`config.mk`:
```
export PLATFORM = sky130hd
export DESIGN_NAME = blob_weighted_centroid
export DESIGN_NICKNAME = d
export VERILOG_FILES = /design/src/rtl/core/bwc_pkg.sv /design/src/rtl/core/bwc_front.sv /design/src/rtl/core/bwc_queue.sv /design/src/rtl/core/bwc_back.sv /design/src/rtl/core/blob_weighted_centroid.sv
export SDC_FILE = /design/constraint.sdc
export NUM_CORES = 2
export LEC_CHECK = 0
export ABC_CLOCK_PERIOD_IN_PS = 12110
export BUFFER_PORTS_ARGS = -buffer_cell sky130_fd_sc_hd__buf_2
export CAP_MARGIN = 20
export CORE_AREA = 10 10 207 356
export CTS_CLUSTER_SIZE = 14
export DETAILED_ROUTE_END_ITERATION = 10
export DIE_AREA = 0 0 217 366
export GPL_TIMING_DRIVEN = 0
export PLACE_DENSITY_LB_ADDON = 0.08
export SYNTH_ARGS = -nofsm -noshare
export SYNTH_HDL_FRONTEND = slang
export SYNTH_HIERARCHICAL = 1
export SYNTH_SLANG_ARGS = --single-unit
export TNS_END_PERCENT = 20
```
`constraint.sdc`:
```
create_clock -name clock -period 12.11 [get_ports clock]
set_input_delay 1.211 -clock clock [delete_from_list [all_inputs] [get_ports clock]]
set_output_delay 1.211 -clock clock [all_outputs]
set_load 0.01 [all_outputs]
```
`src/rtl/core/bwc_pkg.sv`:
```
// Shared widths, constants and the blob record type of the weighted centroid block.
package bwc_pkg;

   localparam int COORD_WIDTH   = 12;
   localparam int COUNT_WIDTH   = 24;
   localparam int WEIGHT_WIDTH  = 8;
   localparam int WSUM_WIDTH    = 32;
   localparam int SUM_WIDTH     = 44;
   localparam int MINPIX_WIDTH  = 16;
   localparam int MINPIX_RESET  = 30;
   localparam int PROD_WIDTH    = COORD_WIDTH + WEIGHT_WIDTH;
   localparam int DIV_WIDTH     = (WSUM_WIDTH + COORD_WIDTH > SUM_WIDTH) ?
                                  (WSUM_WIDTH + COORD_WIDTH) : SUM_WIDTH;
   localparam int STEP_WIDTH    = $clog2(COORD_WIDTH);
   localparam int QUEUE_DEPTH   = 2;
   localparam int QPTR_WIDTH    = 1;
   localparam int QCNT_WIDTH    = 2;

   typedef struct packed {
      logic [COUNT_WIDTH-1:0] count;
      logic [WSUM_WIDTH-1:0]  wsum;
      logic [SUM_WIDTH-1:0]   xsum;
      logic [SUM_WIDTH-1:0]   ysum;
   } bwc_blob_type;

endpackage

```
`src/rtl/core/bwc_front.sv`:
```
// Pixel front end: weighted products and saturating blob accumulators.
module bwc_front import bwc_pkg::*; (
   input  logic                    clock,
   input  logic                    reset,
   input  logic [MINPIX_WIDTH-1:0] min_pixels,
   input  logic                    req_valid,
   output logic                    req_ready,
   input  logic [COORD_WIDTH-1:0]  pixel_x,
   input  logic [COORD_WIDTH-1:0]  pixel_y,
   input  logic [WEIGHT_WIDTH-1:0] pixel_weight,
   input  logic                    last_pixel,
   output logic                    push_valid,
   input  logic                    push_ready,
   output bwc_blob_type            push_blob
);

   logic                    a_valid_ff, a_valid_in;
   logic [PROD_WIDTH-1:0]   a_xw_ff;
   logic [PROD_WIDTH-1:0]   a_yw_ff;
   logic [WEIGHT_WIDTH-1:0] a_w_ff;
   logic                    a_last_ff;
   logic                    a_advance;
   logic                    req_fire;
   logic                    keep;

   logic [COUNT_WIDTH-1:0]  count_ff, count_in, count_nx;
   logic [WSUM_WIDTH-1:0]   wsum_ff, wsum_in, wsum_nx;
   logic [SUM_WIDTH-1:0]    xsum_ff, xsum_in, xsum_nx;
   logic [SUM_WIDTH-1:0]    ysum_ff, ysum_in, ysum_nx;

   logic [COUNT_WIDTH:0]    count_add;
   logic [WSUM_WIDTH:0]     wsum_add;
   logic [SUM_WIDTH:0]      xsum_add;
   logic [SUM_WIDTH:0]      ysum_add;

   assign req_fire  = req_valid && req_ready;
   assign count_add = {1'b0, count_ff} + (COUNT_WIDTH+1)'(1);
   assign wsum_add  = {1'b0, wsum_ff} + (WSUM_WIDTH+1)'(a_w_ff);
   assign xsum_add  = {1'b0, xsum_ff} + (SUM_WIDTH+1)'(a_xw_ff);
   assign ysum_add  = {1'b0, ysum_ff} + (SUM_WIDTH+1)'(a_yw_ff);

   assign count_nx = count_add[COUNT_WIDTH] ? '1 : count_add[COUNT_WIDTH-1:0];
   assign wsum_nx  = wsum_add[WSUM_WIDTH]   ? '1 : wsum_add[WSUM_WIDTH-1:0];
   assign xsum_nx  = xsum_add[SUM_WIDTH]    ? '1 : xsum_add[SUM_WIDTH-1:0];
   assign ysum_nx  = ysum_add[SUM_WIDTH]    ? '1 : ysum_add[SUM_WIDTH-1:0];

   assign keep       = 32'(count_nx) > 32'(min_pixels);
   assign push_valid = a_valid_ff && a_last_ff && keep;
   assign a_advance  = a_valid_ff && (!(a_last_ff && keep) || push_ready);
   assign req_ready  = !a_valid_ff || a_advance;
   assign a_valid_in = req_fire || (a_valid_ff && !a_advance);

   assign push_blob.count = count_nx;
   assign push_blob.wsum  = wsum_nx;
   assign push_blob.xsum  = xsum_nx;
   assign push_blob.ysum  = ysum_nx;

   always_comb begin
      count_in = count_ff;
      wsum_in  = wsum_ff;
      xsum_in  = xsum_ff;
      ysum_in  = ysum_ff;
      if (a_advance) begin
         if (a_last_ff) begin
            count_in = '0;
            wsum_in  = '0;
            xsum_in  = '0;
            ysum_in  = '0;
         end else begin
            count_in = count_nx;
            wsum_in  = wsum_nx;
            xsum_in  = xsum_nx;
            ysum_in  = ysum_nx;
         end
      end
   end

   always_ff @(posedge clock) begin
      if (reset) begin
         a_valid_ff <= 1'b0;
         count_ff   <= '0;
         wsum_ff    <= '0;
         xsum_ff    <= '0;
         ysum_ff    <= '0;
      end else begin
         a_valid_ff <= a_valid_in;
         count_ff   <= count_in;
         wsum_ff    <= wsum_in;
         xsum_ff    <= xsum_in;
         ysum_ff    <= ysum_in;
      end
   end

   always_ff @(posedge clock) begin
      if (req_fire) begin
         a_xw_ff   <= PROD_WIDTH'(pixel_x) * PROD_WIDTH'(pixel_weight);
         a_yw_ff   <= PROD_WIDTH'(pixel_y) * PROD_WIDTH'(pixel_weight);
         a_w_ff    <= pixel_weight;
         a_last_ff <= last_pixel;
      end
   end

`ifndef NO_ASSERTIONS
   a_clear_after_last: assert property (@(posedge clock) disable iff (reset)
      (a_advance && a_last_ff) |=> (count_ff == '0 && wsum_ff == '0))
      else $error("Accumulators did not clear after the last pixel of a blob.");

   a_push_above_min: assert property (@(posedge clock) disable iff (reset)
      push_valid |-> (32'(push_blob.count) > 32'(min_pixels)))
      else $error("A blob at or below the minimum size was forwarded.");
`endif

endmodule

```
`src/rtl/core/bwc_queue.sv`:
```
// Two-entry queue of finished blob sums between the front end and the divider.
module bwc_queue import bwc_pkg::*; (
   input  logic         clock,
   input  logic         reset,
   input  logic         push_valid,
   output logic         push_ready,
   input  bwc_blob_type push_blob,
   output logic         pop_valid,
   input  logic         pop_ready,
   output bwc_blob_type pop_blob
);

   bwc_blob_type           entry_ff [QUEUE_DEPTH];
   logic [QPTR_WIDTH-1:0]  wr_ptr_ff, wr_ptr_in;
   logic [QPTR_WIDTH-1:0]  rd_ptr_ff, rd_ptr_in;
   logic [QCNT_WIDTH-1:0]  count_ff, count_in;
   logic                   push_fire;
   logic                   pop_fire;

   assign push_ready = count_ff != QCNT_WIDTH'(QUEUE_DEPTH);
   assign pop_valid  = count_ff != '0;
   assign pop_blob   = entry_ff[rd_ptr_ff];
   assign push_fire  = push_valid && push_ready;
   assign pop_fire   = pop_valid && pop_ready;

   always_comb begin
      wr_ptr_in = push_fire ? wr_ptr_ff + QPTR_WIDTH'(1) : wr_ptr_ff;
      rd_ptr_in = pop_fire  ? rd_ptr_ff + QPTR_WIDTH'(1) : rd_ptr_ff;
      count_in  = count_ff;
      if (push_fire && !pop_fire) begin
         count_in = count_ff + QCNT_WIDTH'(1);
      end else if (pop_fire && !push_fire) begin
         count_in = count_ff - QCNT_WIDTH'(1);
      end
   end

   always_ff @(posedge clock) begin
      if (reset) begin
         wr_ptr_ff <= '0;
         rd_ptr_ff <= '0;
         count_ff  <= '0;
      end else begin
         wr_ptr_ff <= wr_ptr_in;
         rd_ptr_ff <= rd_ptr_in;
         count_ff  <= count_in;
      end
   end

   always_ff @(posedge clock) begin
      if (push_fire) begin
         entry_ff[wr_ptr_ff] <= push_blob;
      end
   end

`ifndef NO_ASSERTIONS
   a_count_tracks_push: assert property (@(posedge clock) disable iff (reset)
      (push_fire && !pop_fire) |=> (count_ff == $past(count_ff) + QCNT_WIDTH'(1)))
      else $error("Queue fill count did not follow a push.");
`endif

endmodule

```
`src/rtl/core/bwc_back.sv`:
```
// Divider back end: bit-serial quotients of the weighted sums and the result register.
module bwc_back import bwc_pkg::*; (
   input  logic                   clock,
   input  logic                   reset,
   input  logic                   pop_valid,
   output logic                   pop_ready,
   input  bwc_blob_type           pop_blob,
   output logic                   rsp_valid,
   input  logic                   rsp_ready,
   output logic [COORD_WIDTH-1:0] rsp_centroid_x,
   output logic [COORD_WIDTH-1:0] rsp_centroid_y,
   output logic [COUNT_WIDTH-1:0] rsp_blob_pixels
);

   typedef enum logic [2:0] {
      ST_IDLE = 3'b001,
      ST_DIV  = 3'b010,
      ST_DONE = 3'b100
   } state_type;

   state_type              state_ff, state_in;
   logic [DIV_WIDTH-1:0]   rem_x_ff, rem_x_in;
   logic [DIV_WIDTH-1:0]   rem_y_ff, rem_y_in;
   logic [DIV_WIDTH-1:0]   div_ff, div_in;
   logic [COORD_WIDTH-1:0] qx_ff, qx_in;
   logic [COORD_WIDTH-1:0] qy_ff, qy_in;
   logic [STEP_WIDTH-1:0]  step_ff, step_in;
   logic                   satx_ff, satx_in;
   logic                   saty_ff, saty_in;
   logic                   zero_ff, zero_in;
   logic [COUNT_WIDTH-1:0] count_ff, count_in;
   logic                   ge_x, ge_y;
   logic [DIV_WIDTH-1:0]   wsum_ext;

   assign wsum_ext  = DIV_WIDTH'(pop_blob.wsum);
   assign ge_x      = rem_x_ff >= div_ff;
   assign ge_y      = rem_y_ff >= div_ff;
   assign pop_ready = state_ff == ST_IDLE;
   assign rsp_valid = state_ff == ST_DONE;

   assign rsp_centroid_x  = zero_ff ? '0 : (satx_ff ? '1 : qx_ff);
   assign rsp_centroid_y  = zero_ff ? '0 : (saty_ff ? '1 : qy_ff);
   assign rsp_blob_pixels = count_ff;

   always_comb begin
      state_in = state_ff;
      rem_x_in = rem_x_ff;
      rem_y_in = rem_y_ff;
      div_in   = div_ff;
      qx_in    = qx_ff;
      qy_in    = qy_ff;
      step_in  = step_ff;
      satx_in  = satx_ff;
      saty_in  = saty_ff;
      zero_in  = zero_ff;
      count_in = count_ff;
      unique case (state_ff)
         ST_IDLE: begin
            if (pop_valid) begin
               rem_x_in = DIV_WIDTH'(pop_blob.xsum);
               rem_y_in = DIV_WIDTH'(pop_blob.ysum);
               div_in   = wsum_ext << (COORD_WIDTH - 1);
               satx_in  = DIV_WIDTH'(pop_blob.xsum) >= (wsum_ext << COORD_WIDTH);
               saty_in  = DIV_WIDTH'(pop_blob.ysum) >= (wsum_ext << COORD_WIDTH);
               zero_in  = pop_blob.wsum == '0;
               count_in = pop_blob.count;
               step_in  = '0;
               state_in = ST_DIV;
            end
         end
         ST_DIV: begin
            rem_x_in = ge_x ? rem_x_ff - div_ff : rem_x_ff;
            rem_y_in = ge_y ? rem_y_ff - div_ff : rem_y_ff;
            qx_in    = {qx_ff[COORD_WIDTH-2:0], ge_x};
            qy_in    = {qy_ff[COORD_WIDTH-2:0], ge_y};
            div_in   = div_ff >> 1;
            step_in  = step_ff + STEP_WIDTH'(1);
            if (step_ff == STEP_WIDTH'(COORD_WIDTH - 1)) begin
               state_in = ST_DONE;
            end
         end
         ST_DONE: begin
            if (rsp_ready) begin
               state_in = ST_IDLE;
            end
         end
         default: begin
            state_in = ST_IDLE;
         end
      endcase
   end

   always_ff @(posedge clock) begin
      if (reset) begin
         state_ff <= ST_IDLE;
      end else begin
         state_ff <= state_in;
      end
   end

   always_ff @(posedge clock) begin
      rem_x_ff <= rem_x_in;
      rem_y_ff <= rem_y_in;
      div_ff   <= div_in;
      qx_ff    <= qx_in;
      qy_ff    <= qy_in;
      step_ff  <= step_in;
      satx_ff  <= satx_in;
      saty_ff  <= saty_in;
      zero_ff  <= zero_in;
      count_ff <= count_in;
   end

`ifndef NO_ASSERTIONS
   a_result_after_divide: assert property (@(posedge clock) disable iff (reset)
      $rose(rsp_valid) |-> ($past(state_ff) == ST_DIV))
      else $error("A result appeared without a completed division.");
`endif

endmodule

```
`src/rtl/core/blob_weighted_centroid.sv`:
```
// Top level of the intensity-weighted blob centroid block.
// Pixels are taken one word per cycle, except while a blob that is kept waits for room in
// the queue, and accumulated into count, weight and weighted coordinate sums that saturate
// instead of wrapping. The word marked as the last pixel closes the blob; if its pixel count
// exceeds min_pixels (reset value 30, written through csr_we and csr_wdata; the user is to
// write it only while the block is idle, which the block itself does not enforce), the sums
// go through a two-entry queue to a bit-serial divider that loads the blob in the cycle it
// leaves the queue and then forms both quotients one coordinate bit at a time over all
// COORD_WIDTH = 12 bits; the next blob can leave the queue in the cycle after the result is
// accepted. The centroid is the truncated quotient of each coordinate sum by the weight sum,
// 0 for a zero weight sum and all ones when the quotient exceeds the coordinate range.
module blob_weighted_centroid import bwc_pkg::*; (
   input  logic                    clock,
   input  logic                    reset,
   input  logic                    csr_we,
   input  logic [MINPIX_WIDTH-1:0] csr_wdata,
   input  logic                    req_valid,
   output logic                    req_ready,
   input  logic [COORD_WIDTH-1:0]  req_pixel_x,
   input  logic [COORD_WIDTH-1:0]  req_pixel_y,
   input  logic [WEIGHT_WIDTH-1:0] req_pixel_weight,
   input  logic                    req_last_pixel,
   output logic                    rsp_valid,
   input  logic                    rsp_ready,
   output logic [COORD_WIDTH-1:0]  rsp_centroid_x,
   output logic [COORD_WIDTH-1:0]  rsp_centroid_y,
   output logic [COUNT_WIDTH-1:0]  rsp_blob_pixels
);

   logic [MINPIX_WIDTH-1:0] min_pixels_ff, min_pixels_in;
   logic                    push_valid;
   logic                    push_ready;
   bwc_blob_type            push_blob;
   logic                    pop_valid;
   logic                    pop_ready;
   bwc_blob_type            pop_blob;

   assign min_pixels_in = csr_we ? csr_wdata : min_pixels_ff;

   always_ff @(posedge clock) begin
      if (reset) begin
         min_pixels_ff <= MINPIX_WIDTH'(MINPIX_RESET);
      end else begin
         min_pixels_ff <= min_pixels_in;
      end
   end

   bwc_front u_front (
      .clock        (clock),
      .reset        (reset),
      .min_pixels   (min_pixels_ff),
      .req_valid    (req_valid),
      .req_ready    (req_ready),
      .pixel_x      (req_pixel_x),
      .pixel_y      (req_pixel_y),
      .pixel_weight (req_pixel_weight),
      .last_pixel   (req_last_pixel),
      .push_valid   (push_valid),
      .push_ready   (push_ready),
      .push_blob    (push_blob)
   );

   bwc_queue u_queue (
      .clock      (clock),
      .reset      (reset),
      .push_valid (push_valid),
      .push_ready (push_ready),
      .push_blob  (push_blob),
      .pop_valid  (pop_valid),
      .pop_ready  (pop_ready),
      .pop_blob   (pop_blob)
   );

   bwc_back u_back (
      .clock           (clock),
      .reset           (reset),
      .pop_valid       (pop_valid),
      .pop_ready       (pop_ready),
      .pop_blob        (pop_blob),
      .rsp_valid       (rsp_valid),
      .rsp_ready       (rsp_ready),
      .rsp_centroid_x  (rsp_centroid_x),
      .rsp_centroid_y  (rsp_centroid_y),
      .rsp_blob_pixels (rsp_blob_pixels)
   );

endmodule
```
==> Yosys cells after proc, flatten, opt, wreduce, memory -nomap -nowiden <==
Memories as Yosys holds them, arrays and structs flattened. A register that Yosys moved wholly into a read port is not among the register bits.
Cells that the tools add are included.
{ "totals": {"out_inout_bits": 50, "mem_bits_rw": 288, "memories": 1, "word_cells": 112, "register_bits": 404} }
{ "mem_list": {"columns": ["memory", "depth", "width", "rd", "rd_clocked_by_memory_dff", "wr", "line_no", "text"], "rows": [
  ["u_queue.entry_ff", 2, 144, 1, 1, 1, "bwc_queue.sv:13", "bwc_blob_type entry_ff [QUEUE_DEPTH];"]
]} }
{ "op_classes": {"n_lt_le_gt_ge": 5, "eq_ne": 10, "n_mul": 2, "n_addsub": 11, "n_reduce_logical": 27, "mux": 32} }
{ "ops": {"columns": ["cell", "count"], "rows": [
  ["44-bit 2-to-1 mux", 9],
  ["44-bit case mux with 2 select lines", 3],
  ["44-bit greater-or-equal comparator", 4],
  ["44-bit by 20-bit adder with 45-bit output", 2],
  ["44-bit subtractor", 2],
  ["32-bit 2-to-1 mux", 2],
  ["12-bit 2-to-1 mux", 4],
  ["24-bit 2-to-1 mux", 2],
  ["12-bit by 8-bit multiplier with 20-bit output", 2],
  ["32-bit by 8-bit adder with 33-bit output", 1],
  ["32-bit logical NOT", 1],
  ["24-bit by 1-bit adder with 25-bit output, second input constant", 1],
  ["24-bit by 16-bit greater-than comparator with 1-bit output", 1],
  ["1-bit logical AND", 10],
  ["2-bit by 1-bit inequality test with 1-bit output, second input constant", 5],
  ["3-bit 2-to-1 mux", 3],
  ["3-bit case mux with 3 select lines", 1],
  ["3-bit AND reduction", 3],
  ["4-bit case mux with 2 select lines", 1],
  ["2-bit nonzero test", 3],
  ["1-bit logical NOT", 5],
  ["4-bit by 1-bit adder with 4-bit output, second input constant", 1],
  ["4-bit == test, second input constant", 1],
  ["1-bit 2-to-1 mux", 4],
  ["11 further kinds", 16]
]} }

==> Logic depth before layout (Yosys ltp) <==
{ "depth": {"depth_word": 10, "mapped_depth": 21, "mapped_depth_nobuf": 20} }

==> Modules after synthesis <==
Netlist, hierarchy kept.
{ "by_module_without_submodules": {"columns": ["mod", "area_per_inst_um2", "instances", "seq_area_each_um2", "cells_each"], "rows": [
  ["bwc_front", 18322.6, 1, 4374.2, 2225],
  ["bwc_back", 13798.2, 1, 5645.4, 1513],
  ["bwc_queue", 10847.9, 1, 8748.4, 472],
  ["blob_weighted_centroid", 589.3, 1, 320.3, 52]
]} }

==> Worst setup path after synthesis <==
Ideal clock, no wire load.
{ "synth_path": {"kind": "register -> register", "startpoint": "register u_front.count_ff[0]", "endpoint": "memory u_queue/entry_ff[1][0] (netlist bit) (enable)", "stages_incl_launch_ff": 18, "slack_ns": 4.953, "required_ns": 11.589, "arrival_time_ns": 6.636, "n_path_buf": 2, "path_cell_list": "dfxtp_1 -> ha_1 -> nand3_2 -> nor2_2 -> nand4_1 -> clkbuf_1 -> buf_1 -> nand2_1 -> ha_1 -> nand4_1 -> or4_1 -> a21oi_1 -> nor4_1 -> o221ai_1 -> nor2_1 -> nor2_1 -> and2_1 -> and3_1"} }
{ "synth_rtl": {"columns": ["item", "line_no", "text"], "rows": [
  ["start, declared", "bwc_front.sv:26", "logic [COUNT_WIDTH-1:0] count_ff, count_in, count_nx;"],
  ["start signal, assigned", "bwc_front.sv:87", "count_ff <= count_in;"],
  ["end, declared", "bwc_queue.sv:13", null]
]} }

==> results.sh <==
export IMPL_dp_cells=5270
export IMPL_synthMuxAreaShare_pct=4.82
export IMPL_setup_tns_ps=0
export IMPL_fin_crit_ps=6430
export IMPL_num_rows=126
export IMPL_final_common_cell="edfxtp_1"
export IMPL_routabilityCongestion=0.983
export IMPL_drv_slew=0
export IMPL_finalHoldViolCount=0
export IMPL_synth_net_count=4738
export IMPL_ant_nets=0
export IMPL_required_ps=10900
export IMPL_cap_violations=0
export IMPL_antenna_found_initial=1
export IMPL_synthToLayoutAreaGrowth_pct=9.16
export IMPL_cts_root_buf="clkbuf_16"
export IMPL_synth_xor_area_share_pct=4.08
export IMPL_synthAdderAreaFrac_pct=14.3
export IMPL_route_met2_wl_um=63800
export IMPL_dr_wl_met3_um=6030
export IMPL_synth_compound_area_share_pct=13.4
export IMPL_synth_top_area_share_pct=36.1
export IMPL_core_um2=67500
export IMPL_relSlewSlack_pct=24.6
export IMPL_ff_latch_area_um2=19100
export IMPL_setup_violations=0
export IMPL_synth_simple_area_share_pct=15.1
export IMPL_syn_instance_count=4262
export IMPL_via_count=33000
export IMPL_die_area_um2=79400
export IMPL_initial_core_util_pct=64.6
export IMPL_synth_main_ff_cell="edfxtp_1"
export IMPL_yosys_area_top_type="edfxtp_1"
export IMPL_rsz0062_at_grt="false"
export IMPL_drt_initial_drc_count=2444
export IMPL_ys_top_cells_by_area="edfxtp_1, ha_1, dfxtp_1, fa_1, nand2_1"
export IMPL_worstPathArrival_ps=5220
export IMPL_netlist_area_um2=43600
export IMPL_nets=4918
export IMPL_final_cells=5389
export IMPL_critPathKind="flip-flop to primary output"
export IMPL_m1WireLength_um=42900
export IMPL_remaining_drc_errors=0
export IMPL_avgRoutedWirePerCell_um=22.9
export IMPL_finalCoreUtilization_pct=70.5
export IMPL_path_cells="ha_1, nand3_2, nor2_2, nand4_1, clkbuf_1, buf_1, nand2_1, ha_1, nand4_1, or4_1, a21oi_1, nor4_1, o221ai_1, nor2_1, nor2_1, and3_1, inv_1, buf_2"
export IMPL_grt_pass1_wl_um=190000
export IMPL_ir_worst_vdd_uv=133
export IMPL_place_hpwl_um=96700
export IMPL_synth_cell_types=101
export IMPL_critPathMaxStageDelay_ps=570
export IMPL_async_reset_ff_share_pct=0
export IMPL_hold_path_class="flip-flop to flip-flop"
export IMPL_p_per_area_nw_per_um2=205
export IMPL_grt_pass1_vias=34400
export IMPL_postCtsSetupBuffers=0
export IMPL_grt_start_max_net_pins=75
export IMPL_cts_tree="done"
export IMPL_synth_seq_cells=692
export IMPL_routed_top_layer="met4"
export IMPL_synth_edff_count=523
export IMPL_clkSinkCount=692
export IMPL_multiInputGateArea_um2=22500
export IMPL_track_usage_pct=30.7
export IMPL_tightest_slew_ps=1130
export IMPL_synth_area_per_cell_um2=10.2
export IMPL_yosys_warnings=6
export IMPL_port_buffers=103
export IMPL_io_pins=104
export IMPL_antennaDiodeCount=0
export IMPL_overflow=0
export IMPL_critPathMaxFanout=10
export IMPL_drive_gt1_share_pct=10.0
export IMPL_path_clk_slew_ps=60
export IMPL_drt_pass1_iterations=6
export IMPL_clock_latency_ps=630
export IMPL_fin_hold_ws_ps=449
export IMPL_leakage_nw=19.7
export IMPL_run_status="finished, final reports clean"
export IMPL_fin_crit_sh_pct=53.1
export IMPL_cts_hold_buf=0
export IMPL_synth_top_family_by_area="simple AND/OR/NAND/NOR gates"
export IMPL_layout_common_cells="edfxtp_1, nand2_1, inv_1, ha_1, a21oi_1"
export IMPL_clk_path_buf_depth=3
export IMPL_die_h_um=366
export IMPL_htree_num_levels=3
export IMPL_vias_per_cell=6.13
export IMPL_cp_start_kind="flip-flop"
export IMPL_nFillCells=5300
export IMPL_fmax_mhz=155
export IMPL_cp_slowest_cell="or4_1"
export IMPL_die_w_um=217
export IMPL_finClkSkew_ps=38.6
export IMPL_wl_um=123000
export IMPL_ys_seq_area_share_pct=43.8
export IMPL_cts_resized_gates=0
export IMPL_cts_buffers=66
export IMPL_endpoint_kind="primary output"
==> final timing paths <==
path,cells after the start,endpoint,slack (ps),start
hold reg to reg,0,u_back/qx_ff[4]$_DFFE_PP_,450,u_back/qx_ff[3]$_DFFE_PP_
hold / removal,0,u_back/qx_ff[4]$_DFFE_PP_,450,u_back/qx_ff[3]$_DFFE_PP_
setup reg to reg,19,u_queue/entry_ff[0][46]$_DFFE_PP_,6210,u_front/count_ff[0]$_SDFFE_PP0P_
setup / recovery,18,req_ready,5680,u_front/count_ff[0]$_SDFFE_PP0P_
==> synthesized netlist by cell type (all sizes together) (24+ instances only) <==
cell type,number
edfxtp,523
nand2,498
inv,313
ha,297
a21oi,285
o21ai,253
nor2,242
and2,193
dfxtp,169
mux2,152
clkbuf,127
fa,125
nand3,123
xnor2,111
xor2,92
a21o,84
nand4,57
nor3,48
buf,47
and3,42
a31oi,40
o21a,37
nand2b,31
nor4,31
nor2b,30
a22o,29
a22oi,28
a211oi,24
==> cells by family after synthesis <==
family                   count (synthesis)
XOR/XNOR                               203
flip-flops                             692
AND/OR/NAND/NOR                       1359
multiplexers                           168
buffers and inverters                  488
adder cells (fa/ha/maj)                422
AO/OA/AOI/OAI                          930
==> flip-flops by register name, indices dropped and copies added, names as in the netlist, 4 cells and up, named ones only <==
name and cells:
u_back/rsp_blob_pixels 24, u_back/qy_ff 12, u_front/ysum_ff 44, u_queue/entry_ff 288, u_back/rem_y_ff 44, u_back/div_ff 43, u_front/a_xw_ff 20, u_front/a_yw_ff 20
u_front/a_w_ff 8, u_front/wsum_ff 32, u_back/qx_ff 12, u_front/count_ff 24, u_front/xsum_ff 44, min_pixels_ff 16, u_back/step_ff 4, u_back/rem_x_ff 44
==> power breakdown <==
part / total [mW] / switching, mW / internal [mW]
logic: 4.53 / 2.80 / 1.73
registers: 3.15 / 0.121 / 3.03
clock network: 2.06 / 0.913 / 1.15
==> worst max-delay path: cells and delay by family, from the launching register on <==
family / cells / cell delay, ps
AO/OA/AOI/OAI: 2 / 460
adder cells (fa/ha/maj): 2 / 660
buffers and inverters: 4 / 1080
flip-flops: 1 / 350
AND/OR/NAND/NOR: 10 / 2050
==> routing by layer <==
layer	up-vias	track usage, %
met5	-	0
met1	15900	31.4
li1	15600	-
met2	1151	55.5
met4	0	23.9
met3	417	3.71
==> area by class of cell <==
cell class                      count  share of cell area (%)
Sequential cell                   692                    40.1
Clock inverter                     30                   0.647
Timing Repair Buffer              112                    1.53
Clock buffer                       89                    3.81
Multi-Input combinational cell   3082                    47.4
Buffer                            174                    1.64
Inverter                          314                    2.49
Tap cell                          896                    2.36
==> stage by stage <==
| step | cell area [um2] | worst slack, ps | power (mW) |
|---|---|---|---|
| after floorplan | 43600 | 4950 | 6.40 |
| after global placement | 45200 | 2220 | 7.54 |
| after detailed placement | 45400 | 5300 | 7.63 |
| after CTS | 47500 | 5670 | 9.72 |
| after global routing | 47500 | 5360 | 10.3 |
| final | 47500 | 5680 | 9.74 |
Power figures use the tool's default switching activity.
